**src/rtl/core/nested_batch_job_dispatcher_unit_assert.svh**
```systemverilog
// Assertion macros for the nested batch job dispatcher.
// Each macro is clocked on clk_i and disabled while rst_ni is low.
`ifndef NESTED_BATCH_JOB_DISPATCHER_UNIT_ASSERT_SVH
`define NESTED_BATCH_JOB_DISPATCHER_UNIT_ASSERT_SVH
`ifndef NO_ASSERTIONS
`define NBJD_ASSERT(label, prop, msg) \
  label: assert property (@(posedge clk_i) disable iff (!rst_ni) (prop)) else $error(msg);
`define NBJD_ASSERT_NEXT(label, ante, cons, msg) \
  label: assert property (@(posedge clk_i) disable iff (!rst_ni) (ante) |=> (cons)) \
    else $error(msg);
`else
`define NBJD_ASSERT(label, prop, msg)
`define NBJD_ASSERT_NEXT(label, ante, cons, msg)
`endif
`endif

```
**src/rtl/core/nbjd_ram.sv**
```systemverilog
// Generic simple dual-port RAM with one write port and a registered read port.
// No dependencies.
module nbjd_ram #(
  parameter int unsigned WIDTH = 8,
  parameter int unsigned DEPTH = 16,
  localparam int unsigned AW = $clog2(DEPTH)
) (
  input  logic             clk_i,
  input  logic             we_i,
  input  logic [AW-1:0]    waddr_i,
  input  logic [WIDTH-1:0] wdata_i,
  input  logic [AW-1:0]    raddr_i,
  output logic [WIDTH-1:0] rdata_o
);

  logic [WIDTH-1:0] mem_q [DEPTH];
  logic [WIDTH-1:0] rdata_q;

  always_ff @(posedge clk_i) begin
    if (we_i) begin
      mem_q[waddr_i] <= wdata_i;
    end
    rdata_q <= mem_q[raddr_i];
  end

  assign rdata_o = rdata_q;

endmodule
```
**config.mk**
```make
export PLATFORM = sky130hd
export DESIGN_NAME = nbjd_ram
export DESIGN_NICKNAME = d
export VERILOG_FILES = /design/src/rtl/core/nested_batch_job_dispatcher_unit_assert.svh /design/src/rtl/core/nbjd_ram.sv
export SDC_FILE = /design/constraint.sdc
export NUM_CORES = 1
export LEC_CHECK = 0
export BUFFER_PORTS_ARGS = -buffer_cell sky130_fd_sc_hd__buf_2
export CAP_MARGIN = 40
export CORE_MARGIN = 5
export CORE_UTILIZATION = 30
export DETAILED_ROUTE_END_ITERATION = 8
export SLEW_MARGIN = 5
export SYNTH_ARGS = -nofsm -noshare
export SYNTH_HDL_FRONTEND = slang
export SYNTH_SLANG_ARGS = --single-unit
```
**constraint.sdc**
```tcl
create_clock -name clk_i -period 1.8 [get_ports clk_i]
set_clock_uncertainty 0.2 [all_clocks]
set_input_delay 0.18 -clock clk_i [delete_from_list [all_inputs] [get_ports clk_i]]
set_output_delay 0.18 -clock clk_i [all_outputs]
set_load 0.03 [all_outputs]
```
# Yosys cells after proc, flatten, opt, wreduce, memory -nomap -nowiden
# Memory sizes are Yosys's and may differ from the RTL's. A register that Yosys moved wholly into a read port is not among the register bits.
# Cells that the tools add are included.
word_totals:
  mem_count: 1
  ram_bits: 128
  reg_bits: 0
  word_cells: 3
  output_inout_bits: 8
  input_bits: 18
classes:
  muxes: 2
mem_list:
  columns: ["memory", "depth", "word_bits", "read_ports", "rd_clocked_by_memory_dff", "write_ports", "line_no", "rtl"]
  rows:
  - ["mem_q", 16, 8, 1, 1, 1, "nbjd_ram.sv:16", "logic [WIDTH-1:0] mem_q [DEPTH];"]
ops:
  columns: ["operator", "n"]
  rows:
  - ["1-bit two-way mux", 2]

# Depth between registers and ports, before layout
# Gate-level depths: netlist of the first run.
depth:
  ltp_word: 2
  mapped_depth: 5
  ltp_nobuf: 3

# Worst setup path before layout of the first run
# OpenSTA, ideal clock, no wires.
synth_path:
  kind: "input port to flip-flop"
  start: "input port waddr_i[2]"
  end: "memory mem_q[0][0], enable pin"
  n_path_buf: 0
  setup_slack_ps: -73
  setup_ps: 383
  required_time_ps: 1217
  path_stages: 2
  arrival_time_ps: 1290
  cell_sequence: "or3b_2 -> nor3_1"
synth_lines:
  columns: ["element", "line_no", "rtl"]
  rows:
  - ["start: declaration", "nbjd_ram.sv:10", "input logic [AW-1:0] waddr_i,"]
  - ["end: declaration", "nbjd_ram.sv:16", null]
# No word-level cell before the write port.

==> results_dict.tcl, run 1 <==
set metrics [dict create \
    status "completed" \
    drive_above_1_share_pct 30.26 \
    period_share_pct 88.35 \
    mostFrequentLayoutCells "edfxtp_1, buf_2, mux4_2" \
    muxShareOfSynthArea_pct 15.02 \
    finalSetupTns_ns 0 \
    hold_viol_final 0 \
    crit_type "reg -> reg" \
    htreeDepth 4 \
    via_per_inst 4.624 \
    drc 0 \
    grt_pass1_vias 2613 \
    synth_fa_ha_area_share_pct 0 \
    io_buffers 25 \
    io_pins 26 \
    post-dp-hpwl_um 6672 \
    cp_cell_sequence "mux4_1 -> a22oi_1 -> nand2_1" \
    die_height_um 141.0 \
    vdd_drop_max_mv 0.6976 \
    coreArea_um2 16700 \
    dieWidth_um 141.0 \
    yosysSeqAreaShare_pct 77.78 \
    combPwrFrac_pct 5.5 \
    firstDrtPassIters 4 \
    regArea_um2 4004 \
    drt-total-wl_um 10210 \
    postSynthCellCount 229 \
    path_clk_slew_ns 0.05 \
    cp_max_fo 1 \
    syn_area_um2 5147 \
    fin_util_pct 37.47 \
    pwr-share-clk_pct 43.7 \
    slew_headroom_pct 47.80 \
    powerDensity_nw_per_um2 1121 \
    stdcell_count 524 \
    cts_tree "yes" \
    fillers 1556 \
    grt_usage_pct 11.02 \
    p_sw_share_pct 20.55 \
    synth-seq-cells 136 \
    p_leak_uw 0.002113 \
    syn_to_final_growth_pct 21.56 \
    antenna_cells 0 \
    synth-xor-area-share_pct 0 \
    dpl.cell_count 484 \
    crit_path_start_kind "flip-flop" \
    critPathMaxStageDelay_ns 0.53 \
    switching_power_uw 1441 \
    clock_latency_ns 0.41 \
    start_util_pct 30.82 \
    fin_nets 309 \
    rows 47 \
    multiInputGateArea_um2 1062 \
    pre_cts_ws_ns -0.04187 \
    report.final.slew_viol_count 0 \
    root_buffer "clkbuf_16" \
    yosys.area_share.simple_pct 3.184 \
    startpoint "mem_q[6][2]" \
    grt_start_max_net_pins 20 \
    finalSetupViolCount 0 \
    hold_path_class "in -> reg" \
    grt-ovfl-total 0 \
    p_seq_share_pct 50.8 \
    worstMarginPinSlew_ns 0.7801 \
    gp_congestion 0.7433 \
    grt_pass1_wl_um 16010 \
    period_needed_ns 1.590 \
    syn_nets 247 \
    syn_avg_cell_area_um2 22.48 \
    setup_slack_ns 0.2097 \
    synth_cell_types 19 \
    crit_required_ns 1.88 \
    fmax_mhz 628.8 \
    vias 2423 \
    rsz0062_at_grt "false" \
    arrival_ns 1.68 \
    synth_compound_area_share_pct 2.333 \
    drtAntennaViolNets 0 \
    dieArea_um2 19880 \
    drt_iter0_markers 229 \
    hold_path.startpoint "waddr_i[0]" \
    endpoint_kind "flip-flop" \
    post_drt_wl_per_cell_um 19.48 \
    grt_antenna_before_repair 0 \
    clock_sinks 136 \
    ys_warn_count 0 \
    max_cap_viol_count 0 \
    p_int_uw 5573 \
    clock_path_buffers 2 \
    slowest_stage "mux4_1" \
    synth_top_family_by_area "multiplexers" \
    r2r_start "mem_q[6][2]" \
    final_common_cell "edfxtp_1" \
    cts_buffers 17 \
]
## through the flow
| stage | hold WS (ns) | total power (uW) | area (um^2) |
|---|---|---|---|
| after global placement | 0.3673 | 4001 | 5654 |
| after CTS | 0.1355 | 7099 | 6257 |
| final | 0.1525 | 7014 | 6257 |
| after detailed placement | 0.3789 | 4012 | 5654 |
| after floorplan | 0.07887 | 3844 | 5152 |
| after global routing | 0.1505 | 7288 | 6257 |
## area by class of cell
type / count / area share (%)
well taps: 220 / 4.399
clock inverters: 11 / 1.320
multi-input cells: 83 / 16.98
clock buffers: 21 / 7.039
flip-flops and latches: 136 / 63.99
repair buffers: 53 / 6.279
## final timing paths
path                  to  slack [ns]  depth (start not counted)
min          mem_q[0][0]        0.15                          3
max           rdata_o[2]        0.21                          3
min reg2reg   rdata_o[3]        0.47                          3
max reg2reg   rdata_o[2]        0.21                          3
## power by group through the flow
stage,Clock [uW],Combinational [uW],Sequential [uW]
2_1_floorplan,0,180,3660
3_3_place_gp,0,371,3630
6_report,3060,386,3560
5_1_grt,3300,421,3570
3_5_place_dp,0,382,3630
4_1_cts,3140,396,3570
## critical path: cells and delay by family (launching register included)
family             cells  cell delay, ns
and+or+nand+nor        1            0.09
AOI/OAI and AO/OA      1            0.29
muxes                  1            0.53
DFF                    1            0.36
## routing by layer
| metal | part of all wire, % | global-route usage, % | up-vias |
|---|---|---|---|
| met5 | 0 | 0 | - |
| met4 | 0.37 | 3.060 | 0 |
| met3 | 6.4 | 3.556 | 4 |
| met2 | 48 | 16.89 | 75 |
| met1 | 45 | 15.19 | 1244 |
| li1 | - | - | 1100 |
## registers in the layout (all words and copies together) (netlist names)
name and flops:
mem_q 128, rdata_o 8
## Yosys cell counts (all sizes together)
cell           count  area share [%]
and2b              1            0.15
dfxtp              8             3.1
nand3b             2            0.29
nand3              1           0.097
or3b               1            0.17
nor2b              1            0.12
nor2              13            0.95
buf                7             1.1
and2               1            0.12
clkdlybuf4s25      3            0.58
a22oi             16             2.3
nand2              9            0.66
mux4              32              15
nand2b             2            0.24
edfxtp           128              75
nor3               4            0.39
## what timing repair did
action,4_1_cts,5_1_grt
hold endpoints to repair,128,0
buffers inserted,0,0
hold buffers,8,0
resized for setup,0,0
## kinds of logic (layout without fill, tap and decap cells)
| group | after synthesis | after routing |
|---|---|---|
| compound gates | 16 | 16 |
| simple gates | 35 | 35 |
| mux | 32 | 32 |
| buf+inv | 10 | 85 |
| flops | 136 | 136 |
Power figures use the tool's default switching activity.
==> run 2, diff against run 1 <==
--- a/config.mk
+++ b/config.mk
@@ -8,8 +8,10 @@
 export BUFFER_PORTS_ARGS = -buffer_cell sky130_fd_sc_hd__buf_2
 export CAP_MARGIN = 40
 export CORE_MARGIN = 5
-export CORE_UTILIZATION = 30
+export CORE_UTILIZATION = 54
+export CTS_BUF_LIST = sky130_fd_sc_hd__clkbuf_4 sky130_fd_sc_hd__clkbuf_8 sky130_fd_sc_hd__clkbuf_16
 export DETAILED_ROUTE_END_ITERATION = 8
+export PLACE_DENSITY = 0.74
 export SLEW_MARGIN = 5
 export SYNTH_ARGS = -nofsm -noshare
 export SYNTH_HDL_FRONTEND = slang
==> constraint.sdc (replaced) <==
create_clock -name clk_i -period 1.8 [get_ports clk_i]
set_clock_uncertainty 0.2 [all_clocks]
set_input_delay 0.18 -clock clk_i [delete_from_list [all_inputs] [get_ports clk_i]]
set_output_delay 0.18 -clock clk_i [all_outputs]
set_load 0.005 [all_outputs]
==> results_dict.tcl, run 2 (same netlist as run 1, synthesis figures left out) <==
set metrics [dict create \
    arrival_ns 1.82 \
    pre_cts_ws_ns -0.04395 \
    report.final.slew_viol_count 0 \
    crit_cells 3 \
    post-dp-hpwl_um 6011 \
    crit_path_start_kind "flip-flop" \
    endpoint_kind "flip-flop" \
    period_share_pct 89.88 \
    grt_usage_pct 18.61 \
    status "completed" \
    clock_path_buffers 2 \
    total_power_uw 7503 \
    htreeDepth 4 \
    finalSetupViolCount 0 \
    worstHoldPathCells 3 \
    hold_viol_final 0 \
    coreArea_um2 9284 \
    path_buf_inv 0 \
    io_pins 26 \
    cts_buffers 17 \
    grt_antenna_before_repair 0 \
    start_util_pct 55.44 \
    path_clk_slew_ns 0.06 \
    syn_to_final_growth_pct 21.61 \
    clock_sinks 136 \
    cts_tree "yes" \
    holdPathEnd "mem_q[4][1]" \
    drc 0 \
    cts-hold-fix-buffers 8 \
    dieArea_um2 11590 \
    drt_iter0_markers 198 \
    period_needed_ns 1.618 \
    regMostFlops "mem_q" \
    switching_power_uw 1439 \
    r2r-end "rdata_o[3]" \
    fin_util_pct 67.43 \
    vdd_drop_max_mv 0.6697 \
    powerDensity_nw_per_um2 1199 \
    cts_resized 0 \
    path_delay_family "multiplexers" \
    crit_type "reg -> reg" \
    dieWidth_um 107.6 \
    p_int_uw 6065 \
    firstDrtPassIters 4 \
    clock_latency_ns 0.51 \
    max_cap_viol_count 0 \
    drt-total-wl_um 9587 \
    rows 35 \
    p_sw_share_pct 19.17 \
    grt_start_max_net_pins 33 \
    cp_cell_sequence "mux4_1 -> a22oi_1 -> nand2_1" \
    setup_slack_ns 0.1821 \
    cp_max_fo 1 \
    die_height_um 107.6 \
    grt_pass1_vias 2583 \
    slew_headroom_pct 55.20 \
    largest_register_ffs 128 \
    slowest_stage "mux4_1" \
    fillers 601 \
    vias 2487 \
    p_leak_uw 0.002160 \
    crit_required_ns 2.00 \
    rsz0062_at_grt "false" \
    post_drt_wl_per_cell_um 21.94 \
    final_common_cell "edfxtp_1" \
    grt-ovfl-total 0 \
    r2r_cells 3 \
    r2r_start "mem_q[1][3]" \
    fin_nets 313 \
    reg2reg_slack_ns 0.18 \
    io_buffers 25 \
    drive_above_1_share_pct 31.82 \
    drtAntennaViolNets 0 \
    mostFrequentLayoutCells "edfxtp_1, buf_2, buf_4" \
    antenna_cells 0 \
    hold_path.startpoint "waddr_i[0]" \
    gp_congestion 0.7502 \
    root_buffer "clkbuf_8" \
    grt_pass1_wl_um 15070 \
    via_per_inst 5.691 \
    post_cts_buffers 0 \
    fmax_mhz 618.1 \
    p_seq_share_pct 47.5 \
    critPathMaxStageDelay_ns 0.54 \
    combPwrFrac_pct 4.6 \
    pwr-share-clk_pct 48.0 \
    worstMarginPinSlew_ns 0.6696 \
    hold_path_class "in -> reg" \
]
## run 2: layout make-up
class	instances	area, um^2	share of cell area, %
Sequential cell	136	4004	63.96
Multi-Input combinational cell	83	1062	16.97
Clock buffer	17	414.1	6.616
Clock inverter	15	207.7	3.318
Tap cell	129	161.4	2.578
Timing Repair Buffer	57	410.4	6.556
## run 2: how the worst max path moves through the flow
stage / start / end
finish: mem_q[1][3] / rdata_o[3]
global route: mem_q[1][3] / rdata_o[3]
CTS: mem_q[1][3] / rdata_o[3]
detailed placement: raddr_i[0] / rdata_o[1]
global placement: raddr_i[0] / rdata_o[1]
floorplan: waddr_i[2] / mem_q[3][0]
## run 2: worst reg2reg max path, cell delays in order, from the launching register on
cell and delay [ns]:
edfxtp_1 0.37, mux4_1 0.54, a22oi_1 0.32, nand2_1 0.08
## run 2: through the flow
| step | setup TNS, ns | instance area [um^2] | hold WS (ns) | instances |
|---|---|---|---|---|
| 2_1_floorplan | 0 | 5152 | 0.07887 | 229 |
| 3_3_place_gp | -0.02125 | 5558 | 0.3583 | 397 |
| 3_5_place_dp | -0.07000 | 5558 | 0.3605 | 397 |
| 4_1_cts | 0 | 6260 | 0.004441 | 437 |
| 5_1_grt | 0 | 6260 | 0.04114 | 437 |
| 6_report | 0 | 6260 | 0.02312 | 437 |
## run 2: layer usage
layer	track usage, %	vias to the layer above	routed length [um]
li1	-	1108	-
met1	25.82	1296	4225
met2	28.77	75	4712
met3	4.739	8	536
met4	7.033	0	112
met5	0	-	0
## run 2: power groups by stage
stage	combinational (uW)	sequential [uW]	clock (uW)
6_report	343	3560	3600
5_1_grt	375	3570	3790
4_1_cts	347	3560	3640
3_5_place_dp	329	3630	0
3_3_place_gp	321	3630	0
2_1_floorplan	180	3620	0
